### config.mk
export PLATFORM = sky130hd
export DESIGN_NAME = erp_front
export DESIGN_NICKNAME = d
export VERILOG_FILES = /design/src/hw/rtl/erp_pkg.sv /design/src/hw/rtl/erp_front.sv
export SDC_FILE = /design/constraint.sdc
export NUM_CORES = 1
export LEC_CHECK = 0
export BUFFER_PORTS_ARGS = -buffer_cell sky130_fd_sc_hd__buf_2
export CORE_MARGIN = 2
export CORE_UTILIZATION = 48
export DETAILED_ROUTE_END_ITERATION = 6
export HOLD_SLACK_MARGIN = 0.1
export MAX_ROUTING_LAYER = met4
export PLACE_DENSITY = 0.87
export SYNTH_ARGS = -nofsm -noshare
export SYNTH_HDL_FRONTEND = slang
export SYNTH_SLANG_ARGS = --single-unit
### constraint.sdc
create_clock -name clock -period 5.05 [get_ports clock]
set_clock_uncertainty 0.15 [all_clocks]
set_input_delay 1.01 -clock clock [delete_from_list [all_inputs] [get_ports clock]]
set_output_delay 1.01 -clock clock [all_outputs]
set_load 0.1 [all_outputs]
### src/hw/rtl/erp_pkg.sv
package erp_pkg;

   // Fixed widths of the transaction fields
   localparam int COORD_WIDTH = 32;
   localparam int DIFF_WIDTH = COORD_WIDTH + 1;
   // Offsets from the pivot grow a little under rotation; two spare bits cover it.
   localparam int ROT_WIDTH = COORD_WIDTH + 3;
   localparam int ANGLE_WIDTH = 17;
   localparam int CSR_INDEX_WIDTH = 2;

   // Register indexes of the configuration port
   localparam logic [CSR_INDEX_WIDTH-1:0] REG_ANGLE_X = 2'd0;
   localparam logic [CSR_INDEX_WIDTH-1:0] REG_ANGLE_Y = 2'd1;
   localparam logic [CSR_INDEX_WIDTH-1:0] REG_ANGLE_Z = 2'd2;

   localparam int TRIG_FRAC_BITS_DEFAULT = 15;
   localparam int QUEUE_DEPTH_DEFAULT = 2;

   // Angle units are 1/128 degree
   localparam int HALF_TURN_DEG = 180;
   localparam int UNITS_PER_DEGREE = 128;
   localparam int HALF_TURN = HALF_TURN_DEG * UNITS_PER_DEGREE;
   localparam int FULL_TURN = 2 * HALF_TURN;
   localparam int QUARTER_TURN = HALF_TURN / 2;
   localparam int EIGHTH_TURN = HALF_TURN / 4;

   // pi / 23040 in unsigned Q40
   localparam logic [30:0] RAD_PER_UNIT_Q40 = 31'd149922641;
   localparam logic [30:0] Q30_ONE = 31'h4000_0000;
   localparam int SERIES_TERMS = 5;

   typedef struct packed {
      logic signed [COORD_WIDTH-1:0] point_x;
      logic signed [COORD_WIDTH-1:0] point_y;
      logic signed [COORD_WIDTH-1:0] point_z;
      logic set_start;
   } req_type;

   typedef struct packed {
      logic signed [COORD_WIDTH-1:0] rotated_x;
      logic signed [COORD_WIDTH-1:0] rotated_y;
      logic signed [COORD_WIDTH-1:0] rotated_z;
   } rsp_type;

   // One queued point: its offset from the pivot and the pivot itself
   typedef struct packed {
      logic signed [DIFF_WIDTH-1:0] diff_x;
      logic signed [DIFF_WIDTH-1:0] diff_y;
      logic signed [DIFF_WIDTH-1:0] diff_z;
      logic signed [COORD_WIDTH-1:0] pivot_x;
      logic signed [COORD_WIDTH-1:0] pivot_y;
      logic signed [COORD_WIDTH-1:0] pivot_z;
   } entry_type;

   // Reciprocals of the Horner series divisors, innermost term first. The sine
   // divisors are 110, 72, 42, 20 and 6, the cosine ones 90, 56, 30, 12 and 2.
   // A dividend below 2^31 times the reciprocal, shifted right by the matching
   // series_shift, gives the exact floor quotient.
   function automatic logic [31:0] series_recip(input logic want_sin, input logic [2:0] idx);
      logic [31:0] m;
      m = 32'd0;
      case (idx)
         3'd0: m = want_sin ? 32'd2498890064 : 32'd3054198967;
         3'd1: m = want_sin ? 32'd3817748708 : 32'd2454267027;
         3'd2: m = want_sin ? 32'd3272356036 : 32'd2290649225;
         3'd3: m = want_sin ? 32'd3435973837 : 32'd2863311531;
         3'd4: m = want_sin ? 32'd2863311531 : 32'd2147483648;
         default: m = 32'd0;
      endcase
      return m;
   endfunction

   function automatic logic [5:0] series_shift(input logic want_sin, input logic [2:0] idx);
      logic [5:0] k;
      k = 6'd0;
      case (idx)
         3'd0: k = 6'd38;
         3'd1: k = want_sin ? 6'd38 : 6'd37;
         3'd2: k = want_sin ? 6'd37 : 6'd36;
         3'd3: k = want_sin ? 6'd36 : 6'd35;
         3'd4: k = want_sin ? 6'd34 : 6'd32;
         default: k = 6'd0;
      endcase
      return k;
   endfunction

endpackage

### src/hw/rtl/erp_front.sv
module erp_front
   import erp_pkg::*;
(
   input  logic clock,
   input  logic reset,
   input  logic req_valid,
   output logic req_stall,
   input  req_type req_data,
   input  logic hold,
   input  logic queue_full,
   output logic push,
   output entry_type push_data
);

   logic signed [COORD_WIDTH-1:0] pivot_ff [3];
   logic signed [COORD_WIDTH-1:0] point [3];
   logic signed [COORD_WIDTH-1:0] pivot_now [3];
   logic signed [DIFF_WIDTH-1:0] diff [3];

   assign req_stall = queue_full || hold;
   assign push = req_valid && !req_stall;

   assign point[0] = req_data.point_x;
   assign point[1] = req_data.point_y;
   assign point[2] = req_data.point_z;

   // A set start point is its own pivot, so its offset is zero.
   always_comb begin
      for (int i = 0; i < 3; i++) begin
         pivot_now[i] = req_data.set_start ? point[i] : pivot_ff[i];
         diff[i] = DIFF_WIDTH'(point[i]) - DIFF_WIDTH'(pivot_now[i]);
      end
   end

   always_ff @(posedge clock) begin
      if (reset) begin
         for (int i = 0; i < 3; i++) begin
            pivot_ff[i] <= '0;
         end
      end else if (push && req_data.set_start) begin
         for (int i = 0; i < 3; i++) begin
            pivot_ff[i] <= point[i];
         end
      end
   end

   assign push_data.diff_x = diff[0];
   assign push_data.diff_y = diff[1];
   assign push_data.diff_z = diff[2];
   assign push_data.pivot_x = pivot_now[0];
   assign push_data.pivot_y = pivot_now[1];
   assign push_data.pivot_z = pivot_now[2];

endmodule

==> run_results.csv <==
group,metric,value,unit
outcome,status,"finished, violations left",
outcome,violations,"setup timing",
layout,largest_reg_flops,96,
yosys,ys.flop_type,"edfxtp_1",
drt,dr.pass1.iters,6,
global_route,antenna_found_initial,8,
sta,fmax,191,MHz
global_route,grt_pass1_vias,11800,
sta,fin_ws,-0.175,ns
yosys,yosysMostFrequentCell,"inv_1",
cts,cts_tree,"done",
sta,whs,0.822,ns
job,drv_cap,0,
global_route,grt_max_degree,52,
sta,slew_violations,0,
die,dieArea,21700,sq um
layout,drive_gt1_frac,0.526,
power,p_int,0.00317,W
worst_setup_path,worstPathRequired,3.89,ns
layout,regMostFlops,"pivot_ff",
yosys,yosys.cell_types.count,62,
worst_setup_path,crit_path_start_kind,"input pin",
layout,final_core_util,0.894,
cts,h-tree-depth,3,
layout,top_regs,"pivot_ff: 96 flops",
cts,ctsHoldBuffers,0,
power,p_sw_frac,0.557,
die,initial_core_util,0.488,
place,dp_cells,1866,
drt,drc,0,
sta,fin_crit_sh,1.03,
power,peakVddDrop,386,uV
die,dieWidth,147,um
drt,ant_nets,0,
yosys,syn_area,9840,sq um
power,leakagePower,8.27,nW
hold_path,min_path_type,"in -> reg",
power,seq_power_share,0.134,
yosys,syn_area_per_cell,8.92,sq um
yosys,netlist_top_cells_count,"129 x inv_1, 98 x and2_1, 96 x edfxtp_1, 96 x ha_1, 95 x mux2i_1",
die,fp.dieH,147,um
yosys,ys_async_sr_fraction,0,
place,hpwl,28900,um
yosys,yosys.area.top_type,"edfxtp_1",
die,pin_count,299,
layout,areaGrowthSynthToFinish,83.3,%
die,coreArea,20200,sq um
yosys,synth_edf_count,96,
yosys,syn_inst,1103,
drt,routed_wirelength,44400,um
die,rows,52,
yosys,ys_seq_area_frac,0.293,
yosys,synth.ff_latch_count,96,
worst_setup_path,crit_type,"in -> out",
power,power_density,396,nW/um^2
power,clockPowerShare,0.095,
power,p_switching,0.00397,W
drt,drt_iter0_drc,939,
worst_setup_path,critPathArrivalTime,4.07,ns
worst_setup_path,cp_max_fo,20,
cts,numCtsBuffers,9,
global_route,grt_usage,0.364,
sta,worstMarginPinSlew,0.998,ns
global_route,gr-total-overflow,0,
cts,cts.sinks,96,
sta,setup_violations,21,
place,numPortBuffers,298,
layout,instances_no_fill,1934,
yosys,yosys_warnings,0,
power,post-layout-total-power,0.00714,W
power,p_comb_frac,0.771,
sta,slew_headroom,0.333,
drt,vias,11800,
sta,rsz0062_at_grt,"true",
layout,layout.nets,1852,
yosys,synth_top_area_share,0.293,
global_route,grt_pass1_wl,60700,um
drt,wl_per_cell,22.9,um
sta,finalHoldViolations,0,
worst_setup_path,critPathCaptureType,"primary output",
place,routabilityCongestion,1.00,
sta,finalCriticalPeriod,5.23,ns
cts,clk_pin_slew_worst_paths,0.08,ns
cts,ctsRootBufferMaster,"clkbuf_16",
drt,viasPerCell,6.11,
yosys,synthesis.nets,1304,
yosys,synthTopCellsByArea,"edfxtp_1 29%, ha_1 12%, mux2i_1 9.7%",
cts,clk_path_buf_depth,2,
[power groups by stage]
stage / Sequential, W / Clock (W) / Combinational [W]
after floorplan: 0.000958 / 0 / 0.00350
after global placement: 0.000959 / 0 / 0.00500
after detailed placement: 0.000963 / 0 / 0.00510
after CTS: 0.000950 / 0.000667 / 0.00523
after global routing: 0.000962 / 0.000700 / 0.00564
final: 0.000958 / 0.000677 / 0.00550
[layer usage]
metal | up-vias | wire length, um | global-route usage
met4 | 0 | 3290 | 0.187
met2 | 822 | 22300 | 0.648
met1 | 5657 | 15300 | 0.393
met5 | - | 0 | -
met3 | 292 | 3510 | 0.0575
li1 | 5046 | - | -
[what timing repair did]
| item | in CTS | in global routing |
|---|---|---|
| buffers inserted | 16 | 24 |
| gates cloned | 2 | 2 |
| endpoints found under the hold margin | 0 | 0 |
| setup endpoints to repair | 37 | 45 |
| pin swaps | 36 | 59 |
| resized for setup | 105 | 125 |
[logic make-up after synthesis]
group / share of synthesized area
compound gates: 0.181
xor+xnor: 0.0703
fa+ha+maj: 0.128
buf+inv: 0.0618
flops: 0.293
mux: 0.100
simple gates: 0.166
[path summary, 6_finish.rpt]
path / slack (ns) / cells after the start / start / to
setup / recovery: -0.18 / 14 / req_data[0] / push_data[193]
hold / removal: 0.82 / 2 / req_data[85] / pivot_ff[0][20]
[critical path, cell delays in order]
cell and delay, ns:
buf_12 0.12, buf_4 0.17, buf_12 0.21, mux2i_1 0.34, ha_1 0.25, nand4_1 0.35, nand2b_1 0.29, o22a_1 0.23
o31ai_4 0.11, o41ai_4 0.14, o31ai_2 0.27, buf_4 0.19, xor2_4 0.17, buf_12 0.19
[cells in the final DEF, fill, tap and decap left out, types with 12 or more instances in the layout]
master	n
a21o_1	44
a21oi_1	44
a21oi_2	22
and2_1	95
buf_12	88
buf_2	216
buf_4	252
edfxtp_1	96
ha_1	69
ha_4	21
inv_1	126
mux2i_1	52
mux2i_2	14
mux2i_4	29
nand2_1	50
nand3_1	12
nand4_1	13
nor2_1	39
nor3_1	19
o21a_1	18
o21ai_0	16
xnor2_4	30
xor2_4	23
[through the flow]
| stage | setup slack, ns | area [sq um] | TNS [ns] |
|---|---|---|---|
| floorplan | -0.833 | 11500 | -17.56 |
| global placement | -0.196 | 16100 | -1.62 |
| detailed placement | -0.276 | 16100 | -4.68 |
| CTS | -0.0417 | 17100 | -0.127 |
| global route | -0.253 | 18000 | -3.97 |
| finish | -0.175 | 18000 | -1.68 |
[cell type report]
cell class / instances / area [sq um]
antenna: 9 / 22.5
clock buffer: 9 / 225
clock inverter: 6 / 37.5
fill: 822 / 2130
inverter: 129 / 495
multi-input combinational: 845 / 9040
sequential: 96 / 2880
tap: 270 / 338
timing repair buffer: 570 / 4990
Note: power is estimated with default switching activity, not from simulation.
