**src/hw/rtl/erp_pkg.sv**
```systemverilog
package erp_pkg;

   // Fixed widths of the transaction fields
   localparam int COORD_WIDTH = 32;
   localparam int DIFF_WIDTH = COORD_WIDTH + 1;
   // Offsets from the pivot grow a little under rotation; two spare bits cover it.
   localparam int ROT_WIDTH = COORD_WIDTH + 3;
   localparam int ANGLE_WIDTH = 17;
   localparam int CSR_INDEX_WIDTH = 2;

   // Register indexes of the configuration port
   localparam logic [CSR_INDEX_WIDTH-1:0] REG_ANGLE_X = 2'd0;
   localparam logic [CSR_INDEX_WIDTH-1:0] REG_ANGLE_Y = 2'd1;
   localparam logic [CSR_INDEX_WIDTH-1:0] REG_ANGLE_Z = 2'd2;

   localparam int TRIG_FRAC_BITS_DEFAULT = 15;
   localparam int QUEUE_DEPTH_DEFAULT = 2;

   // Angle units are 1/128 degree
   localparam int HALF_TURN_DEG = 180;
   localparam int UNITS_PER_DEGREE = 128;
   localparam int HALF_TURN = HALF_TURN_DEG * UNITS_PER_DEGREE;
   localparam int FULL_TURN = 2 * HALF_TURN;
   localparam int QUARTER_TURN = HALF_TURN / 2;
   localparam int EIGHTH_TURN = HALF_TURN / 4;

   // pi / 23040 in unsigned Q40
   localparam logic [30:0] RAD_PER_UNIT_Q40 = 31'd149922641;
   localparam logic [30:0] Q30_ONE = 31'h4000_0000;
   localparam int SERIES_TERMS = 5;

   typedef struct packed {
      logic signed [COORD_WIDTH-1:0] point_x;
      logic signed [COORD_WIDTH-1:0] point_y;
      logic signed [COORD_WIDTH-1:0] point_z;
      logic set_start;
   } req_type;

   typedef struct packed {
      logic signed [COORD_WIDTH-1:0] rotated_x;
      logic signed [COORD_WIDTH-1:0] rotated_y;
      logic signed [COORD_WIDTH-1:0] rotated_z;
   } rsp_type;

   // One queued point: its offset from the pivot and the pivot itself
   typedef struct packed {
      logic signed [DIFF_WIDTH-1:0] diff_x;
      logic signed [DIFF_WIDTH-1:0] diff_y;
      logic signed [DIFF_WIDTH-1:0] diff_z;
      logic signed [COORD_WIDTH-1:0] pivot_x;
      logic signed [COORD_WIDTH-1:0] pivot_y;
      logic signed [COORD_WIDTH-1:0] pivot_z;
   } entry_type;

   // Reciprocals of the Horner series divisors, innermost term first. The sine
   // divisors are 110, 72, 42, 20 and 6, the cosine ones 90, 56, 30, 12 and 2.
   // A dividend below 2^31 times the reciprocal, shifted right by the matching
   // series_shift, gives the exact floor quotient.
   function automatic logic [31:0] series_recip(input logic want_sin, input logic [2:0] idx);
      logic [31:0] m;
      m = 32'd0;
      case (idx)
         3'd0: m = want_sin ? 32'd2498890064 : 32'd3054198967;
         3'd1: m = want_sin ? 32'd3817748708 : 32'd2454267027;
         3'd2: m = want_sin ? 32'd3272356036 : 32'd2290649225;
         3'd3: m = want_sin ? 32'd3435973837 : 32'd2863311531;
         3'd4: m = want_sin ? 32'd2863311531 : 32'd2147483648;
         default: m = 32'd0;
      endcase
      return m;
   endfunction

   function automatic logic [5:0] series_shift(input logic want_sin, input logic [2:0] idx);
      logic [5:0] k;
      k = 6'd0;
      case (idx)
         3'd0: k = 6'd38;
         3'd1: k = want_sin ? 6'd38 : 6'd37;
         3'd2: k = want_sin ? 6'd37 : 6'd36;
         3'd3: k = want_sin ? 6'd36 : 6'd35;
         3'd4: k = want_sin ? 6'd34 : 6'd32;
         default: k = 6'd0;
      endcase
      return k;
   endfunction

endpackage

```
**src/hw/rtl/erp_trig.sv**
```systemverilog
module erp_trig
   import erp_pkg::*;
#(
   parameter int TRIG_FRAC_BITS = TRIG_FRAC_BITS_DEFAULT
) (
   input  logic clock,
   input  logic reset,
   input  logic csr_write_enable,
   input  logic [CSR_INDEX_WIDTH-1:0] csr_index,
   input  logic [ANGLE_WIDTH-1:0] csr_write_data,
   output logic signed [2:0][TRIG_FRAC_BITS:0] sin_values,
   output logic signed [2:0][TRIG_FRAC_BITS:0] cos_values,
   output logic [2:0] axis_on,
   output logic busy
);

   localparam int TW = TRIG_FRAC_BITS + 1;

   localparam logic [3:0] ST_IDLE = 4'd0;
   localparam logic [3:0] ST_WRAP = 4'd1;
   localparam logic [3:0] ST_FOLD = 4'd2;
   localparam logic [3:0] ST_RAD = 4'd3;
   localparam logic [3:0] ST_SQ = 4'd4;
   localparam logic [3:0] ST_TERM = 4'd5;
   localparam logic [3:0] ST_DIV = 4'd6;
   localparam logic [3:0] ST_SINMUL = 4'd7;
   localparam logic [3:0] ST_WRITE = 4'd8;

   logic [3:0] state_ff, state_in;
   logic signed [ANGLE_WIDTH-1:0] angle_ff [3];
   logic [2:0] pending_ff, pending_in;
   logic [1:0] axis_ff;
   logic signed [ANGLE_WIDTH-1:0] ang_ff;
   logic [15:0] wrap_ff;
   logic [1:0] quad_ff;
   logic swap_ff;
   logic [12:0] fold_ff;
   logic [29:0] rad_ff;
   logic [29:0] sq_ff;
   logic [30:0] t_ff;
   logic [30:0] s0_ff;
   logic want_sin_ff;
   logic [2:0] term_ff;
   logic [30:0] dividend_ff;
   logic signed [TW-1:0] sin_ff [3];
   logic signed [TW-1:0] cos_ff [3];

   logic [30:0] mul_a;
   logic [31:0] mul_b;
   logic [62:0] mul_p, rad_sum;
   logic [1:0] pick;
   logic [31:0] recip;
   logic [5:0] div_shift;
   logic [62:0] quot_wide;
   logic [30:0] quotient;
   logic signed [18:0] ang_wide, wrap_val;
   logic [15:0] rem_q;
   logic [13:0] rem_val;
   logic [1:0] quad_val;
   logic [30:0] sm, cm;
   logic signed [TW-1:0] sin_new, cos_new;

   function automatic logic signed [TW-1:0] to_trig(input logic [30:0] q, input logic neg);
      logic [31:0] s;
      logic [TW-1:0] r;
      s = {1'b0, q} + (32'd1 << (29 - TRIG_FRAC_BITS));
      r = s[30:30-TRIG_FRAC_BITS];
      if (!neg && r[TW-1]) begin
         return signed'({1'b0, {(TW-1){1'b1}}});
      end
      return neg ? signed'(-r) : signed'(r);
   endfunction

   // Lowest pending axis goes first
   always_comb begin
      pick = 2'd0;
      if (pending_ff[0]) begin
         pick = 2'd0;
      end else if (pending_ff[1]) begin
         pick = 2'd1;
      end else begin
         pick = 2'd2;
      end
   end

   always_comb begin
      pending_in = pending_ff;
      if (state_ff == ST_IDLE && pending_ff != 3'b000) begin
         pending_in[pick] = 1'b0;
      end
      if (csr_write_enable && csr_index <= REG_ANGLE_Z) begin
         pending_in[csr_index] = 1'b1;
      end
   end

   // Shared multiplier of the series
   always_comb begin
      mul_a = 31'd0;
      mul_b = 32'd0;
      case (state_ff)
         ST_RAD: begin
            mul_a = {18'd0, fold_ff};
            mul_b = {1'b0, RAD_PER_UNIT_Q40};
         end
         ST_SQ: begin
            mul_a = {1'b0, rad_ff};
            mul_b = {2'b0, rad_ff};
         end
         ST_TERM: begin
            mul_a = {1'b0, sq_ff};
            mul_b = {1'b0, t_ff};
         end
         ST_DIV: begin
            mul_a = dividend_ff;
            mul_b = recip;
         end
         ST_SINMUL: begin
            mul_a = {1'b0, rad_ff};
            mul_b = {1'b0, t_ff};
         end
         default: begin
            mul_a = 31'd0;
            mul_b = 32'd0;
         end
      endcase
   end

   assign mul_p = 63'(mul_a) * 63'(mul_b);
   assign rad_sum = mul_p + 63'd512;

   // Division by the small series constants: multiply by the reciprocal on the
   // shared multiplier and keep the bits above the matching shift.
   assign recip = series_recip(want_sin_ff, term_ff);
   assign div_shift = series_shift(want_sin_ff, term_ff);
   assign quot_wide = mul_p >> div_shift;
   assign quotient = quot_wide[30:0];

   // Reduction of the angle to one full turn and folding to 45 degrees
   assign ang_wide = 19'(ang_ff);
   always_comb begin
      wrap_val = ang_wide;
      if (ang_wide < 0) begin
         wrap_val = ang_wide + 19'(FULL_TURN);
         if (wrap_val < 0) begin
            wrap_val = ang_wide + 19'(2 * FULL_TURN);
         end
      end else if (ang_wide >= 19'(FULL_TURN)) begin
         wrap_val = ang_wide - 19'(FULL_TURN);
      end
   end

   always_comb begin
      if (wrap_ff >= 16'(3 * QUARTER_TURN)) begin
         quad_val = 2'd3;
         rem_q = wrap_ff - 16'(3 * QUARTER_TURN);
      end else if (wrap_ff >= 16'(2 * QUARTER_TURN)) begin
         quad_val = 2'd2;
         rem_q = wrap_ff - 16'(2 * QUARTER_TURN);
      end else if (wrap_ff >= 16'(QUARTER_TURN)) begin
         quad_val = 2'd1;
         rem_q = wrap_ff - 16'(QUARTER_TURN);
      end else begin
         quad_val = 2'd0;
         rem_q = wrap_ff;
      end
      rem_val = rem_q[13:0];
   end

   // Quadrant mapping of the folded sine and cosine
   always_comb begin
      sm = swap_ff ? t_ff : s0_ff;
      cm = swap_ff ? s0_ff : t_ff;
      case (quad_ff)
         2'd0: begin
            sin_new = to_trig(sm, 1'b0);
            cos_new = to_trig(cm, 1'b0);
         end
         2'd1: begin
            sin_new = to_trig(cm, 1'b0);
            cos_new = to_trig(sm, 1'b1);
         end
         2'd2: begin
            sin_new = to_trig(sm, 1'b1);
            cos_new = to_trig(cm, 1'b1);
         end
         default: begin
            sin_new = to_trig(cm, 1'b1);
            cos_new = to_trig(sm, 1'b0);
         end
      endcase
   end

   always_comb begin
      state_in = state_ff;
      unique case (state_ff)
         ST_IDLE:   state_in = (pending_ff != 3'b000) ? ST_WRAP : ST_IDLE;
         ST_WRAP:   state_in = ST_FOLD;
         ST_FOLD:   state_in = ST_RAD;
         ST_RAD:    state_in = ST_SQ;
         ST_SQ:     state_in = ST_TERM;
         ST_TERM:   state_in = ST_DIV;
         ST_DIV: begin
            if (term_ff == 3'(SERIES_TERMS - 1)) begin
               state_in = want_sin_ff ? ST_SINMUL : ST_WRITE;
            end else begin
               state_in = ST_TERM;
            end
         end
         ST_SINMUL: state_in = ST_TERM;
         ST_WRITE:  state_in = ST_IDLE;
         default:   state_in = ST_IDLE;
      endcase
   end

   always_ff @(posedge clock) begin
      if (reset) begin
         state_ff <= ST_IDLE;
         pending_ff <= 3'b000;
         for (int i = 0; i < 3; i++) begin
            angle_ff[i] <= '0;
            sin_ff[i] <= '0;
            cos_ff[i] <= signed'({1'b0, {(TW-1){1'b1}}});
         end
      end else begin
         state_ff <= state_in;
         pending_ff <= pending_in;
         if (csr_write_enable && csr_index <= REG_ANGLE_Z) begin
            angle_ff[csr_index] <= signed'(csr_write_data);
         end
         if (state_ff == ST_WRITE) begin
            sin_ff[axis_ff] <= sin_new;
            cos_ff[axis_ff] <= cos_new;
         end
      end
   end

   always_ff @(posedge clock) begin
      case (state_ff)
         ST_IDLE: begin
            axis_ff <= pick;
            ang_ff <= angle_ff[pick];
            want_sin_ff <= 1'b1;
            term_ff <= 3'd0;
            t_ff <= Q30_ONE;
         end
         ST_WRAP: wrap_ff <= wrap_val[15:0];
         ST_FOLD: begin
            quad_ff <= quad_val;
            swap_ff <= rem_val > 14'(EIGHTH_TURN);
            fold_ff <= (rem_val > 14'(EIGHTH_TURN)) ?
                       13'(14'(QUARTER_TURN) - rem_val) : rem_val[12:0];
         end
         ST_RAD: rad_ff <= rad_sum[39:10];
         ST_SQ: sq_ff <= mul_p[59:30];
         ST_TERM: dividend_ff <= mul_p[60:30];
         ST_DIV: begin
            t_ff <= Q30_ONE - quotient;
            term_ff <= term_ff + 3'd1;
         end
         ST_SINMUL: begin
            s0_ff <= mul_p[60:30];
            t_ff <= Q30_ONE;
            term_ff <= 3'd0;
            want_sin_ff <= 1'b0;
         end
         default: begin
         end
      endcase
   end

   always_comb begin
      for (int i = 0; i < 3; i++) begin
         sin_values[i] = sin_ff[i];
         cos_values[i] = cos_ff[i];
         axis_on[i] = angle_ff[i] != '0;
      end
   end

   assign busy = (pending_ff != 3'b000) || (state_ff != ST_IDLE);

endmodule

```
**config.mk**
```make
export PLATFORM = sky130hd
export DESIGN_NAME = erp_trig
export DESIGN_NICKNAME = d
export VERILOG_FILES = /design/src/hw/rtl/erp_pkg.sv /design/src/hw/rtl/erp_trig.sv
export SDC_FILE = /design/constraint.sdc
export NUM_CORES = 2
export LEC_CHECK = 0
export ABC_AREA = 0
export ABC_CLOCK_PERIOD_IN_PS = 16600
export BUFFER_PORTS_ARGS = -buffer_cell sky130_fd_sc_hd__buf_2
export CAP_MARGIN = 20
export CORE_MARGIN = 2
export CORE_UTILIZATION = 30
export DETAILED_ROUTE_END_ITERATION = 6
export REMOVE_ABC_BUFFERS = 1
export SLEW_MARGIN = 0
export SYNTH_ARGS = -nofsm -noshare
export SYNTH_HDL_FRONTEND = slang
export SYNTH_SLANG_ARGS = --single-unit
```
**constraint.sdc**
```tcl
create_clock -name clock -period 16.6 [get_ports clock]
set_input_delay 1.66 -clock clock [delete_from_list [all_inputs] [get_ports clock]]
set_output_delay 1.66 -clock clock [all_outputs]
set_load 0.05 [all_outputs]
```
==> results.md <==
- Synth area leader: fa_1
- Vias: 45210
- DR iter-0 viols: 4581
- Core Footprint: ~180000 sq um
- Avg Synthesized Cell Area: slightly above 9 sq um
- Post-place instance area: 57320 sq um
- CP most frequent cell: fa_1
- Slew Limit Fails: 0
- Net Sw Power: roughly 0.0015 W
- Fmax: 0.07137 GHz
- Syn. warnings: 0
- Sw frac: 0.4236
- Initial Util: 0.3013
- Post-CTS sizing: 0
- Worst r2r src: term_ff[2]$_SDFFCE_PP0P_
- Final period utilization: 0.8440
- Top-Level Pins: 122
- Sequential share of power: 0.342
- Rel. slew slack: 0.1543
- Final min period: 14.01 ns
- Synth area leaders: fa_1 32%, edfxtp_1 19%, nand2_1 6.6%
- Slowest stage cell, crit path: nor2_1
- Max Root-Sink Buffers: 3
- Failing checks: DRC
- Final setup vio count: 0
- Hold Startpoint: ang_ff[8]$_DFFE_PP_
- Synthesis-to-finish area growth: 9.328%
- Initial antenna violation count: 8
- CTS tree: done
- Largest net degree at the start of global routing: 84
- # DRC: 2
- Avg Vias per Cell: roughly 5.4
- Dpl ws: 3.006 ns
- Post-DRT Antenna Nets: 0
- Final Cell Area: 58640 sq um
- Filler Cells Inserted: around 18000
- Final HPWL DP: roughly 170000 um
- Die Wd: 426.9 um
- Post-synth EDFFs: roughly 340
- Path type of the worst setup path: reg2reg
- Full die area: 182200 sq um
- Hold_buf cts: 0
- Global-route wire length before repair: 312900 um
- Post-synth top area share: 0.3232
- Hold WC Path Type: reg2reg
- Hold Slack: 0.4572 ns
- Sequential cell area in the final layout: 10380 sq um
- Num Clock Sinks: around 350
- Startpoint Class: flip-flop
- Worst-skew pair later-pin latency: 0.57 ns
- Share of cells above drive strength 1: 0.08588
- Drt wl/cell: 25.60 um
- Worst Tran Pin Value: 1.259 ns
- Netlist cell types: 114
- WP data required: 16.94 ns
- Delay of the slowest critical-path stage: 0.74 ns
- Outcome: complete, but fails checks
- TritonRoute pass-1 iters: 7
- Row Count: 155
- Total power: 0.003512 W
- Clock share of power: 0.246
- CTS Root Cell: clkbuf_16
- CTS H-Tree Depth: 2
- Synth top cells by count: 945 x nand2_1, 882 x inv_1, 866 x fa_1
- Pwr Density: ~60 nW/um^2
- Cts bufs inserted: approximately 40
- Most common cell in the netlist: nand2_1
- IO buf count: 121
- Seq/Total Area, Yosys: 0.1935
- Syn Inst Count: 5919
- #FFs+latches synth: 348
- Post-CTS Setup Bufs: 0
- Worst-path clk slew: 0.06 ns
- Skew final: 0.02136 ns
- Cell-internal power: 0.002024 W
- Crit end category: flip-flop
- Die H: 426.9 um
- Final Routed Wirelength: 213100 um
- Worst EP arrival: around 14 ns
- Final TNS setup: 0 ns
- Number of global-route vias before repair: 45150
- Max VDD drop: between 80 and 90 uV
- Final hold vios: 0
- Placer Congestion: approximately 1.0
- RSZ-0062 raised after global routing: false
- Top FF cell, synth: edfxtp_1
- Total track usage: 0.2323
- Footprint of the multi-input gates: roughly 39000 sq um
- Crit Path Max Fanout: 21
- Worst Setup SP: term_ff[2]$_SDFFCE_PP0P_
- Part of the power in combinational logic: 0.411
- Async SR Flop Fraction: 0
- Max cap viols: 0
- Final worst slack: 2.589 ns
- Lkg Pwr: around 25 nW
- Total grt overflow: 0
- Mapped Area: 53640 sq um
- Final net count: just over 7000
==> layout make-up <==
cell class	count	area share
clock inverter	16	0.002134
sequential	348	0.1770
timing repair buffer	288	0.03239
clock buffer	58	0.01927
multi-input combinational	4369	0.6622
antenna	6	0.0002560
inverter	883	0.05652
tap	2355	0.05025
==> path summary, 6_finish.rpt <==
| kind | to | slack, ns | depth (start not counted) |
|---|---|---|---|
| max reg2reg | t_ff[26]$_SDFFCE_PP0P_ | 2.59 | 33 |
| min reg2reg | wrap_ff[8]$_DFFE_PP_ | 0.46 | 0 |
| max | t_ff[26]$_SDFFCE_PP0P_ | 2.59 | 33 |
| min | wrap_ff[8]$_DFFE_PP_ | 0.46 | 0 |
==> routing by layer <==
metal | share of wire | vias to the layer above | GRT usage
met5 | 0.000061 | - | 0
met4 | 0.053 | 2 | 0.1046
met3 | 0.088 | 464 | 0.03948
met2 | 0.45 | 2387 | 0.3626
met1 | 0.41 | 23140 | 0.3152
li1 | - | 19220 | -
==> critical path: cells and delay by family, from the launching register on <==
family / cells / cell delay [ns]
AND/OR/NAND/NOR: 12 / 5.13
buffers and inverters: 5 / 0.91
AO/OA/AOI/OAI: 6 / 1.92
flip-flops: 1 / 0.61
adder cells (fa/ha/maj): 10 / 5.13
==> power groups by stage <==
stage | clock, W | sequential (W) | combinational [W]
global placement | 0 | 0.00121 | 0.00140
global route | 0.000906 | 0.00120 | 0.00154
CTS | 0.000873 | 0.00120 | 0.00141
floorplan | 0 | 0.00116 | 0.000896
finish | 0.000865 | 0.00120 | 0.00144
detailed placement | 0 | 0.00121 | 0.00141
==> cells in the final DEF, fill, tap and decap left out, drive strengths merged, types with 90 or more instances in the layout <==
cell type,count
edfxtp,341
nand2,945
a21oi,169
o21ai,183
nand3,90
inv,886
buf,288
xnor2,111
ha,281
and2,92
fa,866
nor2,708
==> registers in the layout, indices dropped and copies added (netlist names) <==
name         cells
wrap_ff         16
ang_ff          17
rad_ff          30
t_ff            31
angle_ff        51
sin_ff          48
pending_ff       3
quad_ff          2
fold_ff         13
want_sin_ff      1
state_ff         4
dividend_ff     31
sq_ff           30
cos_ff          48
swap_ff          1
term_ff          3
axis_ff          2
s0_ff           17
==> kinds of logic after synthesis <==
group                    Yosys count  synth area share
AO/OA/AOI/OAI                    732           0.09580
XOR/XNOR                         167           0.02752
adder cells (fa/ha/maj)         1147            0.3887
buffers and inverters           1202           0.08687
flip-flops                       348            0.1935
multiplexers                     103           0.02361
AND/OR/NAND/NOR                 2220            0.1839
==> per-stage QoR <==
stage | instances | utilization
after floorplan | 5600 | -
after global placement | 8239 | 0.3219
final | 8323 | 0.3294
after detailed placement | 8241 | 0.3220
after CTS | 8315 | 0.3290
after global routing | 8317 | 0.3293
(Power assumes the default switching activity.)
