## config.mk

```make
export PLATFORM = sky130hd
export DESIGN_NAME = erp_queue
export DESIGN_NICKNAME = d
export VERILOG_FILES = /design/src/hw/rtl/erp_pkg.sv /design/src/hw/rtl/erp_queue.sv
export SDC_FILE = /design/constraint.sdc
export NUM_CORES = 1
export LEC_CHECK = 0
export ABC_AREA = 1
export BUFFER_PORTS_ARGS = -buffer_cell sky130_fd_sc_hd__buf_2
export CORE_UTILIZATION = 53
export DETAILED_ROUTE_END_ITERATION = 7
export HOLD_SLACK_MARGIN = 0.06
export PLACE_DENSITY_LB_ADDON = 0.08
export SLEW_MARGIN = 20
export SYNTH_ARGS = -nofsm -noshare
export SYNTH_HDL_FRONTEND = slang
export SYNTH_SLANG_ARGS = --single-unit
```

## constraint.sdc

```tcl
create_clock -name clock -period 12.98 [get_ports clock]
set_input_delay 1.947 -clock clock [delete_from_list [all_inputs] [get_ports clock]]
set_output_delay 1.947 -clock clock [all_outputs]
set_load 0.02 [all_outputs]
```

## src/hw/rtl/erp_pkg.sv

```systemverilog
package erp_pkg;

   // Fixed widths of the transaction fields
   localparam int COORD_WIDTH = 32;
   localparam int DIFF_WIDTH = COORD_WIDTH + 1;
   // Offsets from the pivot grow a little under rotation; two spare bits cover it.
   localparam int ROT_WIDTH = COORD_WIDTH + 3;
   localparam int ANGLE_WIDTH = 17;
   localparam int CSR_INDEX_WIDTH = 2;

   // Register indexes of the configuration port
   localparam logic [CSR_INDEX_WIDTH-1:0] REG_ANGLE_X = 2'd0;
   localparam logic [CSR_INDEX_WIDTH-1:0] REG_ANGLE_Y = 2'd1;
   localparam logic [CSR_INDEX_WIDTH-1:0] REG_ANGLE_Z = 2'd2;

   localparam int TRIG_FRAC_BITS_DEFAULT = 15;
   localparam int QUEUE_DEPTH_DEFAULT = 2;

   // Angle units are 1/128 degree
   localparam int HALF_TURN_DEG = 180;
   localparam int UNITS_PER_DEGREE = 128;
   localparam int HALF_TURN = HALF_TURN_DEG * UNITS_PER_DEGREE;
   localparam int FULL_TURN = 2 * HALF_TURN;
   localparam int QUARTER_TURN = HALF_TURN / 2;
   localparam int EIGHTH_TURN = HALF_TURN / 4;

   // pi / 23040 in unsigned Q40
   localparam logic [30:0] RAD_PER_UNIT_Q40 = 31'd149922641;
   localparam logic [30:0] Q30_ONE = 31'h4000_0000;
   localparam int SERIES_TERMS = 5;

   typedef struct packed {
      logic signed [COORD_WIDTH-1:0] point_x;
      logic signed [COORD_WIDTH-1:0] point_y;
      logic signed [COORD_WIDTH-1:0] point_z;
      logic set_start;
   } req_type;

   typedef struct packed {
      logic signed [COORD_WIDTH-1:0] rotated_x;
      logic signed [COORD_WIDTH-1:0] rotated_y;
      logic signed [COORD_WIDTH-1:0] rotated_z;
   } rsp_type;

   // One queued point: its offset from the pivot and the pivot itself
   typedef struct packed {
      logic signed [DIFF_WIDTH-1:0] diff_x;
      logic signed [DIFF_WIDTH-1:0] diff_y;
      logic signed [DIFF_WIDTH-1:0] diff_z;
      logic signed [COORD_WIDTH-1:0] pivot_x;
      logic signed [COORD_WIDTH-1:0] pivot_y;
      logic signed [COORD_WIDTH-1:0] pivot_z;
   } entry_type;

   // Reciprocals of the Horner series divisors, innermost term first. The sine
   // divisors are 110, 72, 42, 20 and 6, the cosine ones 90, 56, 30, 12 and 2.
   // A dividend below 2^31 times the reciprocal, shifted right by the matching
   // series_shift, gives the exact floor quotient.
   function automatic logic [31:0] series_recip(input logic want_sin, input logic [2:0] idx);
      logic [31:0] m;
      m = 32'd0;
      case (idx)
         3'd0: m = want_sin ? 32'd2498890064 : 32'd3054198967;
         3'd1: m = want_sin ? 32'd3817748708 : 32'd2454267027;
         3'd2: m = want_sin ? 32'd3272356036 : 32'd2290649225;
         3'd3: m = want_sin ? 32'd3435973837 : 32'd2863311531;
         3'd4: m = want_sin ? 32'd2863311531 : 32'd2147483648;
         default: m = 32'd0;
      endcase
      return m;
   endfunction

   function automatic logic [5:0] series_shift(input logic want_sin, input logic [2:0] idx);
      logic [5:0] k;
      k = 6'd0;
      case (idx)
         3'd0: k = 6'd38;
         3'd1: k = want_sin ? 6'd38 : 6'd37;
         3'd2: k = want_sin ? 6'd37 : 6'd36;
         3'd3: k = want_sin ? 6'd36 : 6'd35;
         3'd4: k = want_sin ? 6'd34 : 6'd32;
         default: k = 6'd0;
      endcase
      return k;
   endfunction

endpackage

```

## src/hw/rtl/erp_queue.sv

```systemverilog
module erp_queue
   import erp_pkg::*;
#(
   parameter int DEPTH = QUEUE_DEPTH_DEFAULT
) (
   input  logic clock,
   input  logic reset,
   input  logic push,
   input  entry_type push_data,
   input  logic pop,
   output entry_type pop_data,
   output logic full,
   output logic empty
);

   localparam int PTR_W = (DEPTH > 1) ? $clog2(DEPTH) : 1;
   localparam int CNT_W = $clog2(DEPTH + 1);

   entry_type slot_ff [DEPTH];
   logic [PTR_W-1:0] wr_ptr_ff, rd_ptr_ff;
   logic [CNT_W-1:0] count_ff;

   function automatic logic [PTR_W-1:0] next_ptr(input logic [PTR_W-1:0] p);
      return (p == PTR_W'(DEPTH - 1)) ? '0 : p + PTR_W'(1);
   endfunction

   assign full = count_ff == CNT_W'(DEPTH);
   assign empty = count_ff == '0;
   assign pop_data = slot_ff[rd_ptr_ff];

   always_ff @(posedge clock) begin
      if (push) begin
         slot_ff[wr_ptr_ff] <= push_data;
      end
   end

   always_ff @(posedge clock) begin
      if (reset) begin
         wr_ptr_ff <= '0;
         rd_ptr_ff <= '0;
         count_ff <= '0;
      end else begin
         if (push) begin
            wr_ptr_ff <= next_ptr(wr_ptr_ff);
         end
         if (pop) begin
            rd_ptr_ff <= next_ptr(rd_ptr_ff);
         end
         if (push && !pop) begin
            count_ff <= count_ff + CNT_W'(1);
         end else if (pop && !push) begin
            count_ff <= count_ff - CNT_W'(1);
         end
      end
   end

   a_no_overflow: assert property (@(posedge clock) disable iff (reset) push |-> !full)
      else $error("queue written while full");
   a_no_underflow: assert property (@(posedge clock) disable iff (reset) pop |-> !empty)
      else $error("queue read while empty");

endmodule

```

==> results.json, run 1 <==
{
  "grt_pass1_vias": 7070,
  "fin_crit_ns": 5.34,
  "worst_path_max_delay_cell": "buf_4",
  "powerDensity_nw_per_um2": 156,
  "grt_max_degree": 196,
  "h-tree-depth": 2,
  "vias": 7285,
  "cts_resized": 0,
  "max_stage_delay_ns": 0.90,
  "synth_top_area_share_pct": 78.5,
  "rr_startpoint": "wr_ptr_ff$_SDFFE_PP0P_",
  "muxShareOfSynthArea_pct": 18.5,
  "cts_sinks": 395,
  "antenna_found_initial": 14,
  "port_buffers": 395,
  "cp_num_cells": 4,
  "synth_simple_gate_area_share_pct": 0.411,
  "yosysTopAreaCell": "edfxtp_1",
  "use_met2_pct": 31.7,
  "coreArea_sq_um": 27700,
  "ios": 396,
  "worst_pin_slew_ns": 1.29,
  "switching_share_pct": 22.8,
  "met1_usage_pct": 21.4,
  "crit_chain": "buf_4 > buf_4 > mux2_2 > buf_2",
  "layout.cells.non_filler": 1475,
  "p_sw_w": 0.000654,
  "grtUsageMet3_pct": 7.14,
  "rsz0062_at_grt": "false",
  "final_common_cell": "buf_2",
  "cts_root_buf": "clkbuf_16",
  "avgSynthCellArea_sq_um": 23.3,
  "yosysUniqueCellTypes": 16,
  "max_clock_freq_mhz": 187,
  "routabilityCongestion": 0.754,
  "synth-seq-cells": 395,
  "hold_buffers": 0,
  "grt_use_total_pct": 18.8,
  "grt.overflow.total": 0,
  "hold_class": "flip-flop to flip-flop",
  "die_area_sq_um": 28800,
  "synthAdderAreaFrac_pct": 0.0839,
  "synth_compound_area_share_pct": 0.0671,
  "die_h_um": 170,
  "reg2reg_slack_ns": 10.34,
  "setup_slack_ns": 7.64,
  "synth-seq-area-share_pct": 79.2,
  "yosys_warnings": 0,
  "path_max_fanout": 56,
  "critPathLaunchType": "flip-flop",
  "endpoint": "pop_data[186]",
  "vdd_drop_max_v": 0.000116,
  "hold_violations": 0,
  "cts_buffer_depth": 3,
  "clock_latency_ns": 0.51,
  "finalCritPeriodShare_pct": 41.1,
  "dp_slack_ns": 8.08,
  "crit_family": "buffers and inverters",
  "numCtsBuffers": 40,
  "wl_per_cell_um": 19.1,
  "synth_top_family_by_area": "multiplexers",
  "grt_pass1_wl_um": 40000,
  "skew_ns": 0.0102,
  "power.leakage_nw": 7.22,
  "top_usage_layer": "met2",
  "drt_iter0_drc": 431,
  "post_drt_via_cell_ratio": 4.94,
  "pwr-share-comb_pct": 12.8,
  "reg2reg_depth": 3,
  "postCtsSetupBuffers": 0,
  "drive_gt1_share_pct": 59.0,
  "drc": 0,
  "crit_buf_inv": 3,
  "route.final.wire_length_um": 28200,
  "critPathKind": "flip-flop to output pin",
  "endpoint_kind": "output pin",
  "syn_inst": 640,
  "synth.area.top_cells": "edfxtp_1, mux2_4, mux2_2",
  "maxSlewViolCount": 0,
  "placedCellCount": 1396,
  "pwr-share-clk_pct": 35.0,
  "die_w_um": 170,
  "final_nets": 1260,
  "clk_pin_slew_worst_paths_ns": 0.06,
  "slew_headroom_pct": 14.2,
  "initial_core_util_pct": 53.8,
  "finalSetupViolations": 0,
  "synthesis.nets": 840,
  "num_rows": 61,
  "cts_tree": "done",
  "outcome": "complete, no violations",
  "final_cell_mix": "buf_2, edfxtp_1, mux2_4, mux2_2, clkbuf_16",
  "area_delta_synth_final_pct": 23.2,
  "synth-xor-area-share_pct": 0.0587,
  "antenna_left": 0,
  "finalSetupTns_ns": 0,
  "syn_area_sq_um": 14900,
  "dr.pass1.iters": 4,
  "hpwl_um": 18400,
  "cp.required_ns": 11.03,
  "internal_power_w": 0.00221,
  "p_seq_share_pct": 52.2,
  "cap_violations": 0,
  "crit_top_cell": "buf_4",
  "arrival_ns": 3.39,
  "r2r_end": "slot_ff[1][179]$_DFFE_PP_"
}
-- cell usage after synthesis --
cell      number
xnor2_1        1
buf_2          4
inv_1          9
nor2_1         7
dfxtp_1        5
edfxtp_1     390
mux2_2        45
nand3_1        1
a21oi_1        1
buf_6         18
mux2_4       150
ha_1           1
nand4_1        1
nand2_1        5
nor3_1         1
o21ai_0        1
-- per-stage QoR --
step	total power [W]	area (sq um)	hold WS, ns	util (%)
floorplan	0.00179	14900	0.480	-
global placement	0.00189	17200	0.506	62.1
detailed placement	0.00190	17200	0.524	62.2
CTS	0.00290	18400	0.538	66.3
global route	0.00297	18400	0.583	66.3
finish	0.00287	18400	0.539	66.3
-- final cells by class --
type	instances	area, sq um
flip-flops and latches	395	11800
repair buffers	400	2030
clock inverters	19	75.1
inverters	9	41.3
multi-input cells	214	2860
clock buffers	51	1060
diodes	9	22.5
well taps	378	473
fillers	1974	9330
-- power by group through the flow --
| stage | logic, W | clock network (W) | registers (W) |
|---|---|---|---|
| 5_1_grt | 0.000390 | 0.00107 | 0.00150 |
| 3_3_place_gp | 0.000370 | 0 | 0.00152 |
| 6_report | 0.000367 | 0.00100 | 0.00150 |
| 4_1_cts | 0.000373 | 0.00103 | 0.00150 |
| 3_5_place_dp | 0.000372 | 0 | 0.00153 |
| 2_1_floorplan | 0.000255 | 0 | 0.00153 |
-- worst min-delay path, stage by stage, from the launching register on --
cell and delay, ns:
dfxtp_1 0.33, inv_1 0.09, a21oi_1 0.07
-- how the worst min path moves through the flow --
stage                                   from                  endpoint  slack [ns]  cells after the start
finish              count_ff[0]$_SDFFE_PP0P_  count_ff[0]$_SDFFE_PP0P_        0.54                      2
global placement    count_ff[0]$_SDFFE_PP0P_  count_ff[0]$_SDFFE_PP0P_        0.51                      2
floorplan             rd_ptr_ff$_SDFFE_PP0P_                 flip-flop        0.48                      2
detailed placement    rd_ptr_ff$_SDFFE_PP0P_                 flip-flop        0.52                      2
global route          rd_ptr_ff$_SDFFE_PP0P_                 flip-flop        0.58                      2
CTS                 count_ff[0]$_SDFFE_PP0P_  count_ff[0]$_SDFFE_PP0P_        0.54                      2
-- layer usage --
metal,up-vias,part of all wire [%]
met3,63,9.9
li1,3393,-
met2,286,50
met5,-,0.24
met1,3531,37
met4,12,2.8
-- registers in the layout (all words and copies together), names as in the netlist, named ones only --
register and count:
slot_ff 390, count_ff 2, wr_ptr_ff 1, rd_ptr_ff 1
-- logic make-up after synthesis --
| family | count (synthesis) |
|---|---|
| compound gates | 2 |
| xor+xnor | 1 |
| fa+ha+maj | 1 |
| buf+inv | 31 |
| flops | 395 |
| mux | 195 |
| simple gates | 15 |
Power figures use the tool's default switching activity.
==> inputs of run 2 (changes only) <==
Clock period 12.98 ns to 5.5 ns, I/O delays scaled along.
==> results.json, run 2 (synthesis gave the netlist of run 1 again) <==
{
  "r2r_end": "slot_ff[1][72]$_DFFE_PP_",
  "hold_buffers": 0,
  "power.leakage_nw": 7.35,
  "finalCritPeriodShare_pct": 59.5,
  "grt_pass1_vias": 7131,
  "drt_iter0_drc": 490,
  "num_rows": 61,
  "numCtsBuffers": 42,
  "vdd_drop_max_v": 0.000293,
  "port_buffers": 395,
  "fill_cells": 1924,
  "powerDensity_nw_per_um2": 384,
  "routabilityCongestion": 0.722,
  "grt_use_total_pct": 19.0,
  "die_h_um": 170,
  "outcome": "complete, no violations",
  "cts_root_buf": "clkbuf_16",
  "worstHoldEndpoint": "slot_ff[0][91]$_DFFE_PP_",
  "coreArea_sq_um": 27700,
  "drive_gt1_share_pct": 59.7,
  "cts_sinks": 395,
  "hold_depth": 1,
  "h-tree-depth": 2,
  "power_w": 0.00715,
  "wl_per_cell_um": 19.3,
  "grt.overflow.total": 0,
  "die_area_sq_um": 28800,
  "final_nets": 1264,
  "skew_ns": 0.0146,
  "cap_violations": 0,
  "largest_register": "slot_ff",
  "fin_crit_ns": 3.27,
  "area_delta_synth_final_pct": 24.9,
  "grt_pass1_wl_um": 40500,
  "cts_tree": "done",
  "critPathKind": "flip-flop to output pin",
  "setup_slack_ns": 2.23,
  "hold_start": "push_data[91]",
  "dp_slack_ns": 2.70,
  "max_clock_freq_mhz": 306,
  "arrival_ns": 2.45,
  "maxSlewViolCount": 0,
  "reg2reg_depth": 3,
  "cts_buffer_depth": 3,
  "initial_core_util_pct": 53.8,
  "die_w_um": 170,
  "antenna_found_initial": 8,
  "critPathLaunchType": "flip-flop",
  "largest_register_ffs": 390,
  "postCtsSetupBuffers": 0,
  "grt_max_degree": 136,
  "whs_ns": 0.481,
  "final_common_cell": "buf_2",
  "hold_class": "primary input to flip-flop",
  "worst_pin_slew_ns": 0.996,
  "endpoint_kind": "output pin",
  "path_max_fanout": 82,
  "reg2reg_slack_ns": 3.28,
  "vias": 7347,
  "ios": 396,
  "reg_top3": "slot_ff x390, count_ff x2",
  "clock_latency_ns": 0.53,
  "finalSetupTns_ns": 0,
  "hpwl_um": 18600,
  "route.final.wire_length_um": 28500,
  "hold_violations": 0,
  "post_drt_via_cell_ratio": 4.96,
  "drc": 0,
  "cp.required_ns": 4.68,
  "antenna_left": 0,
  "rr_startpoint": "wr_ptr_ff$_SDFFE_PP0P_",
  "dr.pass1.iters": 4,
  "final_cell_mix": "buf_2, edfxtp_1, mux2_4, mux2_2, clkbuf_16",
  "slew_headroom_pct": 33.6,
  "clk_pin_slew_worst_paths_ns": 0.06,
  "rsz0062_at_grt": "false",
  "cts_resized": 0,
  "finalSetupViolations": 0
}
run 2: critical path, stage by stage, from the launching register on:
cell and delay, ns:
dfxtp_4 0.74, buf_12 0.51, mux2_2 0.42, buf_2 0.16
run 2: worst max path at each step:
| stage | slack, ns | to | cells after the start | from |
|---|---|---|---|---|
| 6_report | 2.23 | pop_data[5] | 3 | flip-flop |
| 4_1_cts | 2.17 | pop_data[5] | 3 | flip-flop |
| 5_1_grt | 2.10 | pop_data[5] | 3 | flip-flop |
| 2_1_floorplan | 0.30 | slot_ff[1][0]$_DFFE_PP_ | 2 | push |
| 3_3_place_gp | 2.68 | slot_ff[1][67]$_DFFE_PP_ | 4 | push |
| 3_5_place_dp | 2.70 | slot_ff[1][171]$_DFFE_PP_ | 4 | push |
run 2: power by group:
group	leakage, nW	total [W]	switching, W	internal [W]
combinational	2.98	0.000864	0.000485	0.000380
clock	0.670	0.00275	0.00108	0.00167
sequential	3.70	0.00354	0.0000487	0.00349
total	7.35	0.00715	0.00161	0.00554
run 2: layout make-up:
type	instances	area (sq um)	area share, %
diodes	6	15.0	0.0806
clock buffers	53	1160	6.20
clock inverters	25	211	1.13
inverters	9	41.3	0.222
multi-input cells	214	2860	15.3
flip-flops and latches	395	11800	63.4
well taps	378	473	2.54
repair buffers	402	2070	11.1
run 2: metal layers:
metal / wire length (um) / vias to the layer above / GRT usage, %
met5: 33 / - / 0
met4: 741 / 6 / 7.48
met3: 2340 / 52 / 6.13
met2: 14500 / 284 / 31.9
met1: 10900 / 3604 / 22.6
li1: - / 3401 / -
run 2: through the flow:
step	utilization, %	instance area [sq um]	cells
after floorplan	-	14900	640
after global placement	62.3	17300	1398
after detailed placement	62.3	17300	1398
after CTS	67.2	18600	1476
after global routing	67.3	18600	1481
final	67.3	18600	1482
==> inputs of run 3 (changes only) <==
Clock period 5.5 ns to 3.1 ns, I/O delays scaled along.
==> results.json, run 3 (synthesis gave the netlist of run 1 again) <==
{
  "outcome": "complete, no violations",
  "dr.pass1.iters": 4,
  "fill_cells": 1934,
  "drc": 0,
  "rr_startpoint": "wr_ptr_ff$_SDFFE_PP0P_",
  "finalSetupViolations": 0,
  "pwr-share-comb_pct": 13.0,
  "grt_use_total_pct": 19.6,
  "numCtsBuffers": 40,
  "clock_latency_ns": 0.52,
  "utilization_pct": 67.0,
  "vdd_drop_max_v": 0.000522,
  "cp.required_ns": 2.63,
  "antenna_found_initial": 10,
  "cts_sinks": 395,
  "skew_ns": 0.0135,
  "final_common_cell": "buf_2",
  "hold_violations": 0,
  "port_buffers": 395,
  "final_cell_mix": "buf_2, edfxtp_1, mux2_4, mux2_2, clkbuf_16",
  "whs_ns": 0.133,
  "internal_power_w": 0.00931,
  "reg2reg_slack_ns": 1.04,
  "die_w_um": 170,
  "antenna_left": 0,
  "stdcell_area_sq_um": 18600,
  "ios": 396,
  "reg_top3": "slot_ff x390, count_ff x2",
  "area_delta_synth_final_pct": 24.4,
  "cap_violations": 0,
  "slew_headroom_pct": 41.6,
  "hold_buffers": 0,
  "p_sw_w": 0.00277,
  "die_area_sq_um": 28800,
  "drive_gt1_share_pct": 59.8,
  "max_clock_freq_mhz": 385,
  "coreArea_sq_um": 27700,
  "r2r_end": "slot_ff[1][57]$_DFFE_PP_",
  "setup_slack_ns": 0.505,
  "switching_share_pct": 23.0,
  "cts_buffer_depth": 3,
  "drt_iter0_drc": 551,
  "arrival_ns": 2.13,
  "cts_resized": 0,
  "grt.overflow.total": 0,
  "layout.cells.non_filler": 1481,
  "post_drt_via_cell_ratio": 4.96,
  "critPathKind": "flip-flop to output pin",
  "placedCellCount": 1406,
  "wl_per_cell_um": 19.6,
  "powerDensity_nw_per_um2": 651,
  "endpoint": "pop_data[182]",
  "critPathLaunchType": "flip-flop",
  "die_h_um": 170,
  "hpwl_um": 19700,
  "grt_pass1_wl_um": 41600,
  "routabilityCongestion": 0.740,
  "cts_tree": "done",
  "endpoint_kind": "output pin",
  "largest_register_ffs": 390,
  "clk_pin_slew_worst_paths_ns": 0.06,
  "grt_pass1_vias": 7326,
  "path_max_fanout": 46,
  "p_seq_share_pct": 51.9,
  "hold_class": "primary input to flip-flop",
  "h-tree-depth": 2,
  "worst_pin_slew_ns": 0.877,
  "num_rows": 61,
  "crit_chain": "buf_12 > mux2_2 > buf_2",
  "pwr-share-clk_pct": 35.1,
  "cts_root_buf": "clkbuf_16",
  "reg2reg_depth": 3,
  "grt_max_degree": 77,
  "initial_core_util_pct": 53.8,
  "dp_slack_ns": 0.787,
  "max_stage_delay_ns": 0.62,
  "postCtsSetupBuffers": 0,
  "dpl_cell_area_sq_um": 17400,
  "maxSlewViolCount": 0,
  "vias": 7347,
  "finalCritPeriodShare_pct": 83.7,
  "final_nets": 1270,
  "largest_register": "slot_ff",
  "fin_crit_ns": 2.60,
  "worst_path_max_delay_cell": "dfxtp_4",
  "rsz0062_at_grt": "false",
  "route.final.wire_length_um": 29100,
  "power.leakage_nw": 7.30
}
## run 3: critical path: cells and delay by family (launching register included)
family / cells / cell delay, ns
muxes: 1 / 0.41
DFF: 1 / 0.62
buffers and inverters: 2 / 0.54
## run 3: worst min path at each step
stage	startpoint	endpoint	slack, ns	depth (start not counted)
final	push_data[19]	slot_ff[0][19]$_DFFE_PP_	0.13	1
after floorplan	rd_ptr_ff$_SDFFE_PP0P_	flip-flop	0.48	2
after global routing	push_data[130]	slot_ff[1][130]$_DFFE_PP_	0.11	1
after global placement	rd_ptr_ff$_SDFFE_PP0P_	rd_ptr_ff$_SDFFE_PP0P_	0.49	2
after detailed placement	rd_ptr_ff$_SDFFE_PP0P_	flip-flop	0.50	2
after CTS	push_data[15]	slot_ff[0][15]$_DFFE_PP_	0.11	1
## run 3: power groups by stage
stage	Clock, W	Sequential, W	Combinational, W
after floorplan	0	0.00638	0.00107
after global placement	0	0.00637	0.00158
after detailed placement	0	0.00639	0.00159
after CTS	0.00434	0.00628	0.00160
after global routing	0.00455	0.00629	0.00166
final	0.00424	0.00627	0.00157
## run 3: cell type report
type	count	area (sq um)	share of cell area [%]
Sequential cell	395	11800	63.7
Multi-Input combinational cell	214	2880	15.5
Timing Repair Buffer	410	2190	11.8
Clock buffer	55	1080	5.81
Tap cell	378	473	2.55
Clock inverter	16	67.6	0.364
Inverter	9	50.0	0.270
Antenna cell	4	10.0	0.0539
## run 3: layer usage
metal	track usage [%]	vias to the layer above	wire length (um)
met1	22.6	3575	10800
met2	33.6	291	14700
met3	7.30	62	2730
met4	6.58	12	722
met5	0	-	80
li1	-	3407	-
## run 3: per-stage QoR
stage / TNS, ns / power [W]
after floorplan: -270.36 / 0.00745
after global placement: 0 / 0.00795
after detailed placement: 0 / 0.00798
after CTS: 0 / 0.0122
after global routing: 0 / 0.0125
final: 0 / 0.0121
